$ cat config.mk
export PLATFORM = sky130hd
export DESIGN_NAME = tgrls_front_flat
export DESIGN_NICKNAME = d
export VERILOG_FILES = /design/src/hw/rtl/tgrls_pkg.sv /design/src/hw/rtl/tgrls_intf.sv /design/src/hw/rtl/tgrls_front.sv /design/src/flat_wrapper.sv
export VERILOG_INCLUDE_DIRS = /design/src /design/src/hw/rtl
export SDC_FILE = /design/constraint.sdc
export NUM_CORES = 1
export LEC_CHECK = 0
export BUFFER_PORTS_ARGS = -buffer_cell sky130_fd_sc_hd__buf_2
export CAP_MARGIN = 20
export CORE_MARGIN = 3
export CORE_UTILIZATION = 45
export CTS_CLUSTER_SIZE = 10
export DETAILED_ROUTE_END_ITERATION = 10
export PLACE_DENSITY_LB_ADDON = 0.05
export SETUP_SLACK_MARGIN = 0.1
export SYNTH_ARGS = -nofsm -noshare
export SYNTH_HDL_FRONTEND = slang
export SYNTH_SLANG_ARGS = --single-unit
$ cat constraint.sdc
create_clock -name clk_i -period 8.6 [get_ports clk_i]
set_input_delay 0.43 -clock clk_i [delete_from_list [all_inputs] [get_ports clk_i]]
set_output_delay 0.43 -clock clk_i [all_outputs]
set_load 0.02 [all_outputs]
$ cat src/hw/rtl/assert_macros.svh
// ---------------------------------------------------------------------------
// Assertion macros
// Shared concurrent assertion forms for the thrust gain estimator.
// ---------------------------------------------------------------------------
`ifndef ASSERT_MACROS_SVH
`define ASSERT_MACROS_SVH

// check prop on every rising clock edge outside reset
`define TGRLS_ASSERT(lbl, clk, rstn, prop, msg) \
  lbl: assert property (@(posedge clk) disable iff (!rstn) prop) else $error(msg);

// check that cond never holds outside reset
`define TGRLS_NEVER(lbl, clk, rstn, cond, msg) \
  lbl: assert property (@(posedge clk) disable iff (!rstn) !(cond)) else $error(msg);

`endif

$ cat src/hw/rtl/tgrls_pkg.sv
// ---------------------------------------------------------------------------
// Thrust gain estimator package
// Types, codes and fixed-point constants shared across the estimator.
// ---------------------------------------------------------------------------
package tgrls_pkg;

  typedef enum logic [1:0] {
    KIND_CMD  = 2'd0,
    KIND_MEAS = 2'd1,
    KIND_RST  = 2'd2
  } kind_e;

  localparam int CFG_IDX_W = 2;
  localparam logic [CFG_IDX_W-1:0] REG_INIT_GAIN = 2'd0;
  localparam logic [CFG_IDX_W-1:0] REG_FORGET    = 2'd1;
  localparam logic [CFG_IDX_W-1:0] REG_WIN_MIN   = 2'd2;
  localparam logic [CFG_IDX_W-1:0] REG_WIN_MAX   = 2'd3;

  localparam logic [31:0] INIT_GAIN_RST = 32'd1284506;
  localparam logic [16:0] FORGET_RST    = 17'd65405;
  localparam logic [19:0] WIN_MIN_RST   = 20'd35000;
  localparam logic [19:0] WIN_MAX_RST   = 20'd45000;

  localparam int HISTORY_CAP = 100;
  localparam logic signed [31:0] HALF_G_Q16 = 32'sd321127;
  localparam logic [15:0] THR_MIN = 16'd3277;
  localparam logic [15:0] THR_MAX = 16'hFFFF;
  localparam logic [47:0] P_INIT  = 48'd16777216000000;
  localparam logic [47:0] P_MAX   = 48'hFFFF_FFFF_FFFF;
  localparam logic [30:0] K_MAX   = 31'h4000_0000;

  localparam int DEN_W  = 49;
  localparam int LOW_W  = 48;
  localparam int QUO_W  = 48;
  localparam int STEP_W = 6;

  localparam logic [STEP_W-1:0] STEPS_CMD = 6'd16;
  localparam logic [STEP_W-1:0] STEPS_K   = 6'd31;
  localparam logic [STEP_W-1:0] STEPS_P   = 6'd48;

  typedef struct packed {
    logic [1:0]         kind;
    logic [31:0]        time_us;
    logic signed [31:0] accel_z;
  } item_t;

  typedef struct packed {
    logic [31:0] init_gain;
    logic [16:0] forget;
    logic [19:0] win_min;
    logic [19:0] win_max;
  } cfg_t;

  typedef struct packed {
    logic              start;
    logic [DEN_W-1:0]  rem;
    logic [LOW_W-1:0]  low;
    logic [DEN_W-1:0]  den;
    logic [STEP_W-1:0] steps;
  } div_req_t;

endpackage

$ cat src/hw/rtl/tgrls_intf.sv
// ---------------------------------------------------------------------------
// Estimator channel interfaces
// Item, result and register write channels with valid/ready handshake.
// ---------------------------------------------------------------------------
interface tgrls_item_if;
  logic               valid;
  logic               ready;
  logic [1:0]         kind;
  logic [31:0]        time_us;
  logic signed [31:0] accel_z;
  modport source (output valid, kind, time_us, accel_z, input ready);
  modport sink (input valid, kind, time_us, accel_z, output ready);
endinterface


$ cat src/hw/rtl/tgrls_front.sv
// ---------------------------------------------------------------------------
// Estimator front end
// Accept item beats and hold them in a two-entry queue for the back end.
// ---------------------------------------------------------------------------
`include "assert_macros.svh"

module tgrls_front (
  input  logic              clk_i,
  input  logic              rst_ni,
  tgrls_item_if.sink        item_i,
  output logic              item_valid_o,
  output tgrls_pkg::item_t  item_o,
  input  logic              item_take_i
);

  tgrls_pkg::item_t buf_q [2];
  logic             wr_q, wr_d;
  logic             rd_q, rd_d;
  logic [1:0]       cnt_q, cnt_d;
  logic             push;
  logic             pop;

  assign item_i.ready = cnt_q != 2'd2;
  assign push         = item_i.valid && item_i.ready;
  assign pop          = item_take_i && (cnt_q != 2'd0);
  assign item_valid_o = cnt_q != 2'd0;
  assign item_o       = buf_q[rd_q];

  always_comb begin
    wr_d  = push ? !wr_q : wr_q;
    rd_d  = pop ? !rd_q : rd_q;
    cnt_d = cnt_q + {1'b0, push} - {1'b0, pop};
  end

  always_ff @(posedge clk_i or negedge rst_ni) begin
    if (!rst_ni) begin
      wr_q  <= 1'b0;
      rd_q  <= 1'b0;
      cnt_q <= '0;
    end else begin
      wr_q  <= wr_d;
      rd_q  <= rd_d;
      cnt_q <= cnt_d;
    end
  end

  always_ff @(posedge clk_i) begin
    if (push) begin
      buf_q[wr_q] <= '{kind: item_i.kind, time_us: item_i.time_us, accel_z: item_i.accel_z};
    end
  end

  `TGRLS_NEVER(a_queue_overflow, clk_i, rst_ni, cnt_q == 2'd3, "item queue over depth")

endmodule

$ cat src/flat_wrapper.sv
// flat-port wrapper written by rule: the top's interface ports become plain ports
module tgrls_front_flat 
  (clk_i, rst_ni, item_valid_o, item_o, item_take_i, item_i_valid, item_i_kind, item_i_time_us, item_i_accel_z, item_i_ready);
  tgrls_item_if item_i_i ();
  input  logic clk_i;
  input  logic rst_ni;
  output logic item_valid_o;
  output tgrls_pkg::item_t item_o;
  input  logic item_take_i;
  input wire logic [$bits(item_i_i.valid)-1:0] item_i_valid;
  input wire logic [$bits(item_i_i.kind)-1:0] item_i_kind;
  input wire logic [$bits(item_i_i.time_us)-1:0] item_i_time_us;
  input wire logic [$bits(item_i_i.accel_z)-1:0] item_i_accel_z;
  output wire logic [$bits(item_i_i.ready)-1:0] item_i_ready;
  assign item_i_i.valid = item_i_valid;
  assign item_i_i.kind = item_i_kind;
  assign item_i_i.time_us = item_i_time_us;
  assign item_i_i.accel_z = item_i_accel_z;
  assign item_i_ready = item_i_i.ready;
  tgrls_front u_core (.clk_i(clk_i), .rst_ni(rst_ni), .item_i(item_i_i), .item_valid_o(item_valid_o), .item_o(item_o), .item_take_i(item_take_i));
endmodule
==> impl.org, run 1 <==
** Flow run
- The tool flagged a number of max-cap violations equal to 0.

** Run status
- The run finished with clean final reports.

** STA
- Headroom to the max-slew limit came out at 0.280.
- In the finished design, the share of the clock period the worst path needs comes to 0.300.
- The number of max-slew violations in the final report was 0.
- Setup violations remaining at the end of the flow were counted as 0.
- Across all hold checks on the routed design, the worst slack comes to 0.220 ns.
- Number of hold violations in the final report :: 0
- Total Negative Setup Slacks :: 0 ns
- Setup repair after global routing missed its margin :: false
- The routed design could run at a clock period as short as 2.58 ns.
- Worst Skew :: 0.00525 ns
- Peak clock frequency supported by timing :: 387 MHz
- At the pin with the least slew margin, the transition time is 1.08 ns.

** Critical path
- At the worst endpoint, the arrival time is 2.15 ns.
- CP max stage cell :: sky130_fd_sc_hd__dfrtp_4
- In this run the critical register-to-register path is captured at u_core.buf_q[0][49].
- STA classifies the critical path endpoint as an output port.
- In this run the worst path has a maximum fanout of 67.
- Nature of the critical path startpoint :: flop
- Count of cells along the worst register-to-register path :: 4
- Worst reg2reg startpoint :: u_core.cnt_q[1]
- R2R setup slack :: 6.35 ns
- Largest stage delay, worst path :: 1.14 ns
- The worst setup path is of the flop to output port kind.
- For the worst setup path, the data required time is 8.17 ns.
- The signal on the critical path passes through mux2_2, buf_2.

** Logic synthesis
- Most used flip-flop cell after synthesis :: sky130_fd_sc_hd__edfxtp_1
- Synthesized area :: 5080 sq um
- Synthesis inferred 136 register bits.
- Share of the yosys chip area belonging to registers :: 0.800
- The number of nets handed over by synthesis was between 200 and 300.
- Top area cells in the synthesized netlist :: sky130_fd_sc_hd__edfxtp_1 78%, sky130_fd_sc_hd__mux2_4 8.9%, sky130_fd_sc_hd__mux2_2 8.0%
- The share of synthesized area in the top cell type comes to 0.780.
- Unique cell type count in the Yosys netlist :: 17
- Avg Inst Size Synth :: between 20 and 25 sq um
- Dominant cell type by area after synthesis :: sky130_fd_sc_hd__edfxtp_1
- For this run, asynchronously set or reset flops after synthesis account for 0.0294.
- Yosys printed 0 warnings.
- Number of flops mapped to enable cells by yosys :: between 100 and 150
- Post-synthesis cell count :: between 200 and 250

** Die
- Effective utilization at floorplan :: 0.465
- After floorplanning, the core was divided into 38 placement rows.
- Total Die Area :: 12600 sq um
- Number of top-level pins :: about 140
- Measured along the y axis, the die boundary spans ~110 um.
- Measured along the x axis, the die boundary spans 112 um.
- Area of the core :: 10900 sq um

** Placement
- After detailed placement, the design holds a cell count of slightly below 500.
- The congestion estimate from routability-driven global placement came to 0.721.
- In this run the tool buffered the top-level ports with 137 buffer cells.
- Detailed placement ended at an HPWL of between 5000 and 6000 um.

** Detailed routing
- Number of routed nets with antenna violations :: 0
- Iteration-0 DRC Markers :: between 100 and 150
- Using the TritonRoute via totals, the vias-per-cell ratio works out to between 4 and 5.
- Number of design rule violations left after detail routing :: 0
- The routed layout has 2468 vias.
- Length of the first detailed-routing pass in iterations :: 4
- Routed wirelength normalized by instance count :: 16.1 um
- The routed design has approximately 8500 um of wire.

** Power
- After layout, the design draws a total of between 2 and 2.5 mW.
- Of the total power, combinational logic draws 0.302.
- In this run the power spent charging and discharging nets is just over 700 uW.
- Cell internal power was estimated by the tool at 1.60 mW.
- Of the total power, registers draw 0.438.
- In this run the static leakage power is between 2 and 3 nW.
- The share of total power dissipated in the clock network is 0.260.
- Power Dens Cells :: between 300 and 400 nW/um^2
- Switching Fraction :: 0.311
- IR drop worst, VDD :: roughly 0.35 mV

** GRT
- Vias in the first global route :: approximately 2600
- The first global-routing pass estimated 13400 um of wire.
- For this run the aggregate overflow at the end of global routing stands at 0.
- Combined global-route utilization of all metal layers :: 0.141
- Initial antenna violation count :: 1
- Entering global routing, the biggest net connects 68 pins.

** Clocking
- TritonCTS created 17 clock buffers.
- Clock-pin transition on the worst setup and hold timing paths :: 0.05 ns
- Number of H-tree levels :: 4
- CTS max path bufs :: 2
- After clock tree synthesis, the flow added hold-fix buffers numbering 1.
- Sinks on Clock Net :: roughly 140
- TritonCTS built the clock tree.
- After clock tree synthesis, the setup repair step added 0 buffers.
- Count of instances resized after the clock tree is built :: 0
- Cell chosen for the clock root :: sky130_fd_sc_hd__clkbuf_16
- Worst skew pair latency :: 0.40 ns

** Final layout
- The count of cells in the finished layout, fillers not included, comes to 530.
- In the layout the commonest cells are 137 x sky130_fd_sc_hd__buf_2, 132 x sky130_fd_sc_hd__edfxtp_1, 36 x sky130_fd_sc_hd__mux2_2.
- The final layout contains 448 nets.
- Most common cell after layout, fill and taps aside :: sky130_fd_sc_hd__buf_2
- Ratio of cells with drive above 1 in the final layout :: 0.594
- Area growth from synthesis to final layout :: 26.4%
- Number of filler cells placed in the layout :: approximately 880

** Hold path
- In this run the most critical hold path is launched from item_i_accel_z[0].
- The worst hold path terminates at u_core.buf_q[1][0].
- The tightest min-delay check is of the input pin to flop type.
- Counting instances, the worst hold path has a depth of 1.
worst max-delay path by stage:
stage	from	end	slack, ns	cells after the start
floorplan	u_core.cnt_q[1]	u_core.buf_q[0][0]	4.60	3
global placement	item_i_valid	u_core.buf_q[0][16]	6.28	4
detailed placement	u_core.cnt_q[1]	u_core.buf_q[0][17]	6.30	4
CTS	u_core.rd_q	item_o[5]	5.96	2
global route	u_core.rd_q	item_o[5]	5.90	2
finish	u_core.rd_q	item_o[14]	6.02	2
synth_stat cells, types with 2 or more instances:
| library cell | number |
|---|---|
| sky130_fd_sc_hd__buf_2 | 3 |
| sky130_fd_sc_hd__buf_6 | 3 |
| sky130_fd_sc_hd__dfrtp_1 | 4 |
| sky130_fd_sc_hd__edfxtp_1 | 132 |
| sky130_fd_sc_hd__ha_1 | 2 |
| sky130_fd_sc_hd__inv_1 | 3 |
| sky130_fd_sc_hd__mux2_2 | 36 |
| sky130_fd_sc_hd__mux2_4 | 30 |
| sky130_fd_sc_hd__xnor2_1 | 3 |
area by class of cell:
| class | instances | area, sq um | share of cell area |
|---|---|---|---|
| Clock inverter | 6 | 28.8 | 0.00448 |
| Clock buffer | 26 | 469 | 0.0731 |
| Tap cell | 140 | 175 | 0.0273 |
| Multi-Input combinational cell | 78 | 957 | 0.149 |
| Inverter | 3 | 11.3 | 0.00175 |
| Antenna cell | 1 | 2.50 | 0.000390 |
| Timing Repair Buffer | 140 | 711 | 0.111 |
| Sequential cell | 136 | 4070 | 0.633 |
flip-flops by register name (all words and copies together) (netlist names):
signal	count
u_core.buf_q	132
u_core.rd_q	1
u_core.cnt_q	2
u_core.wr_q	1
layer usage:
metal,track usage,share of wire,up-vias
met2,0.216,0.47,96
met3,0.0695,0.10,17
met1,0.169,0.41,1169
li1,-,-,1184
met4,0.0601,0.018,2
met5,0,0.0015,-
per-stage QoR:
step           worst slack [ns]  utilization  instance area (sq um)
6_report                   6.02        0.587                   6420
5_1_grt                    5.90        0.587                   6420
4_1_cts                    5.96        0.587                   6420
3_5_place_dp               6.30        0.541                   5910
3_3_place_gp               6.28        0.541                   5910
2_1_floorplan              4.60            -                   5080
critical path: cells and delay by family (launching register included):
| kind | cells | cell delay (ns) |
|---|---|---|
| buffers and inverters | 1 | 0.16 |
| DFF | 1 | 1.14 |
| muxes | 1 | 0.43 |
cell families (layout without fill, tap and decap cells):
logic type	Yosys count	in the layout	synth area share
XOR/XNOR	4	4	0.00690
adder cells (fa/ha/maj)	2	2	0.00493
buffers and inverters	10	175	0.0133
flip-flops	136	136	0.800
multiplexers	66	66	0.168
other	0	1	0
AND/OR/NAND/NOR	6	6	0.00641
power by group through the flow:
stage                     logic, mW  registers [mW]  clock network, mW
after floorplan               0.575           0.958                  0
after global placement        0.718            1.03                  0
after detailed placement      0.714            1.03                  0
after CTS                     0.717            1.02              0.618
after global routing          0.752            1.04              0.654
final                         0.701            1.02              0.603
(Power assumes the default switching activity.)
==> inputs of run 2 (changes only) <==
--- a/config.mk
+++ b/config.mk
@@ -6,6 +6,7 @@
 export SDC_FILE = /design/constraint.sdc
 export NUM_CORES = 1
 export LEC_CHECK = 0
+export ABC_AREA = 1
 export BUFFER_PORTS_ARGS = -buffer_cell sky130_fd_sc_hd__buf_2
 export CAP_MARGIN = 20
 export CORE_MARGIN = 3
==> constraint.sdc (replaced) <==
create_clock -name clk_i -period 2.5 [get_ports clk_i]
set_input_delay 0.125 -clock clk_i [delete_from_list [all_inputs] [get_ports clk_i]]
set_output_delay 0.125 -clock clk_i [all_outputs]
set_load 0.02 [all_outputs]
==> run 2 against run 1 <==
Effect of this change: final area rose by 11%; highest routed layer is now met4; register-to-register slack got worse by 5.3 ns; power rose to 3.6 times the previous value; clock skew fell by 0.00095 ns; largest power group unchanged; critical endpoint is now item_o[9]; clock power rose to 3.7 times the previous value; critical path depth rose by 3; die area fell by 0.58%.
==> impl.org, run 2 <==
** Final layout
- Count of nets after finishing :: 667 (+49%)
- The fill cell total of the finished layout is 840 (-4.4%).
- The share of cells above drive strength 1 was 0.281 (-0.313).
- Most used cells in the layout excluding fill and tap cells :: 211 x sky130_fd_sc_hd__nand2_1, 137 x sky130_fd_sc_hd__buf_2, 132 x sky130_fd_sc_hd__edfxtp_1
- Area growth from synthesis to final layout :: 40.9%
- Number of flip-flops under the largest register name :: 132 (unchanged)
- The largest registers in the layout are u_core.buf_q (132), u_core.cnt_q (2).
- Register containing the most flip-flops in the final layout :: u_core.buf_q
- Number of diodes :: 0 (-1)
- Most common cell after layout, fill and taps aside :: sky130_fd_sc_hd__nand2_1

** Die
- The number of top-level pins was 138 (unchanged).
- Total Die Area :: 12500 sq um (-0.58%)
- X dimension of the die :: 112 um (-0.29%)
- Effective utilization at floorplan :: 0.464 (-0.000844)
- The die height came to 112 um (-0.29%).
- Total number of placement rows :: 38 (unchanged)
- The area of the core region came to 10900 sq um (-0.44%).

** Placement
- Count of port buffers added during placement :: 137 (unchanged)
- Post-DP HPWL :: 5990 um (+9.2%)
- The global placement routability congestion came to 0.733 (+1.7%).

** Clocking
- The tree is rooted in a sky130_fd_sc_hd__clkbuf_8.
- CTS max path bufs :: 2 (unchanged)
- CTS tree :: built
- The total of cells resized after clock tree synthesis came to 0 (unchanged).
- The clock-pin slew on the worst setup and hold paths is 0.06 ns (about the same).
- The clock buffer count from CTS came to 17 (unchanged).
- Sinks on Clock Net :: 136 (unchanged)
- The number of H-tree levels was 4 (unchanged).
- Worst skew pair latency :: 0.50 ns (+0.10 ns)

** Logic synthesis
- Unique cell type count in the Yosys netlist :: 11 (-6)
- The biggest area contributor in the post-synthesis netlist is sky130_fd_sc_hd__edfxtp_1.
- Post-synth top cells :: 211 x sky130_fd_sc_hd__nand2_1, 132 x sky130_fd_sc_hd__edfxtp_1, 9 x sky130_fd_sc_hd__inv_1, 8 x sky130_fd_sc_hd__buf_2, 5 x sky130_fd_sc_hd__buf_6
- Most used flip-flop cell after synthesis :: sky130_fd_sc_hd__edfxtp_1
- The cell count after synthesis came to 378 (+69%).
- Area share of and/or/nand/nor cells after synthesis :: 0.161 (+0.154)
- The synthesized-area fraction occupied by ao, oa, aoi and oai cells was 0 (unchanged).
- Top area cells in the synthesized netlist :: sky130_fd_sc_hd__edfxtp_1 79%, sky130_fd_sc_hd__nand2_1 16%, sky130_fd_sc_hd__dfrtp_1 2.0%
- Synthesized net count :: 450 (+52%)
- The number of synthesis warnings was 0 (unchanged).
- Yosys instantiated no cell more often than sky130_fd_sc_hd__nand2_1.
- The sequential area share after synthesis was 0.805 (+0.00496).
- The number of flops mapped to enable cells by yosys came to 132 (unchanged).
- The parity-gate share of the synthesized area counting xor and xnor cells is 0 (-0.00690).
- Avg Inst Size Synth :: 13.4 sq um (-41%)
- The netlist area before placement was 5050 sq um (-0.62%).
- The register bit count reported by yosys came to 136 (unchanged).
- The adder and majority cell fraction of the synthesized area came to 0.00496 (+0.0000305).
- Share of synthesized registers carrying an async set or reset :: 0.0294 (unchanged)
- The portion of netlist area occupied by mux cells was 0 (-0.168).
- The share of the synthesized area in the top cell type came to 0.785 (+0.00483).
- Main combinational cell family by area after synthesis :: simple AND/OR/NAND/NOR gates

** Critical path
- Setup CP Type :: flop to output port
- The arrival time reported for the critical path endpoint is 1.80 ns (-0.35 ns).
- Critical path data required time :: 2.38 ns (-5.79 ns)
- The worst setup path is captured at an output port.
- The worst setup path is launched from a flop.
- The biggest fanout along the worst timing path was 41 (-39%).

** Power
- Power Dens Cells :: 1180 nW/um^2 (+230%)
- The total leakage power came to 3.10 nW (+23%).
- IR drop worst, VDD :: 0.737 mV (+110%)
- The total power after layout was 8.40 mW (+260%).

** STA
- Clock period minus worst slack :: 1.92 ns
- Worst Skew :: 0.00429 ns (-0.000953 ns)
- Crit share post-route :: 0.769
- The final number of hold-violating endpoints is 0 (unchanged).
- The number of max-slew violations in the final report was 0 (unchanged).
- Max-slew headroom :: 0.661 (+0.381)
- Pin slew with the least headroom to its limit :: 0.508 ns (-0.572 ns)
- Count of final setup violators :: 0 (unchanged)
- The total negative slack for setup checks was 0 ns (unchanged).
- Timing would allow up to 520 MHz.
- Setup repair after global routing left no endpoint under its margin.

** Run status
- The run finished with clean final reports.

** GRT
- Vias in the first global route :: 3713 (+44%)
- The pin count of the biggest net entering global routing was 67 (-1.5%).
- The global-route wire length before repair came to 17400 um (+30%).
- The total track usage came to 0.179 (+0.0386).
- Initial antenna violation count :: 0 (-1)
- Total global routing overflow :: 0 (unchanged)

** Detailed routing
- Routed wirelength normalized by instance count :: 14.2 um (-12%)
- Length of the first detailed-routing pass in iterations :: 5 (+1)
- Total Routed Length :: 10700 um (+25%)
- Iteration-0 DRC Markers :: 170 (+28%)
- Number of design rule violations left after detail routing :: 0 (unchanged)
- DR vias :: 3487 (+41%)
- The post-route antenna net violation count is 0 (unchanged).
- The number of vias per cell is 4.66 (+0.11%).

** Flow run
- Max capacitance violation total :: 0 (unchanged)

** Hold path
- Class of the most critical hold timing path :: input pin to flop
==> run 2: cell types whose count changed in the layout (fill, tap and decap cells not counted), sizes merged, moves of 2 or more <==
cell,before,now
xnor2,3,0
dlygate4sd3,1,70
clkinv,6,8
nand3,0,3
buf,139,143
clkbuf,26,20
bufinv,0,2
clkinvlp,0,3
nand2,1,211
mux2,66,0
inv,3,9
==> run 2: layout make-up <==
cell class                 instances  area [sq um]  area share
inverter                          10          41.3     0.00580
clock inverter                    12           109      0.0153
multi-input combinational        217           843       0.119
timing repair buffer             213          1460       0.205
tap                              140           175      0.0246
clock buffer                      20           425      0.0598
sequential                       136          4070       0.571
==> run 2: repair_timing <==
action                    CTS  global route
setup buffers               0             0
hold endpoints to repair  138             0
hold buffers               70             0
==> run 2: worst paths after layout <==
path,start,end,slack [ns],cells past startpoint
max,u_core.rd_q,item_o[9],0.58,5
min in group asynchronous,rst_ni,u_core.cnt_q[1],0.53,3
max in group asynchronous,rst_ni,u_core.rd_q,1.78,3
max reg2reg,u_core.cnt_q[1],u_core.buf_q[1][44],1.03,4
min reg2reg,u_core.wr_q,u_core.wr_q,0.48,2
min,item_i_time_us[22],u_core.buf_q[1][54],0.34,2
==> run 2: metal layers <==
| layer | share of wire | up-vias | GRT usage |
|---|---|---|---|
| met5 | 0 | - | 0 |
| met4 | 0.016 | 0 | 0.0689 |
| met3 | 0.059 | 16 | 0.0543 |
| met2 | 0.51 | 105 | 0.313 |
| met1 | 0.42 | 1664 | 0.208 |
| li1 | - | 1702 | - |
==> run 2: kinds of logic (layout without fill, tap and decap cells) <==
logic type | Yosys count | in the layout
adder cells (fa/ha/maj) | 2 | 2
AND/OR/NAND/NOR | 215 | 215
buffers and inverters | 25 | 255
flip-flops | 136 | 136
==> run 2: critical path, stage by stage, from the launching register on <==
cell and delay [ns]:
sky130_fd_sc_hd__dfrtp_2 0.42, sky130_fd_sc_hd__inv_2 0.06, sky130_fd_sc_hd__buf_4 0.38, sky130_fd_sc_hd__nand2_1 0.12, sky130_fd_sc_hd__nand2_1 0.11, sky130_fd_sc_hd__buf_2 0.17
==> run 2: stage by stage <==
step	hold WS, ns	instances	util	setup WS [ns]	area [sq um]
floorplan	-0.171	378	-	0.361	5060
global placement	-0.0598	646	0.540	1.05	5880
detailed placement	-0.0612	646	0.540	1.03	5880
CTS	0.316	748	0.654	0.543	7120
global route	0.321	748	0.654	0.452	7120
finish	0.344	748	0.654	0.577	7120
==> run 2: power by group <==
part	internal [mW]	total [mW]	switching (mW)
logic	0.863	2.93	2.06
registers	3.11	3.23	0.121
clock network	1.39	2.24	0.846
total	5.37	8.40	3.03
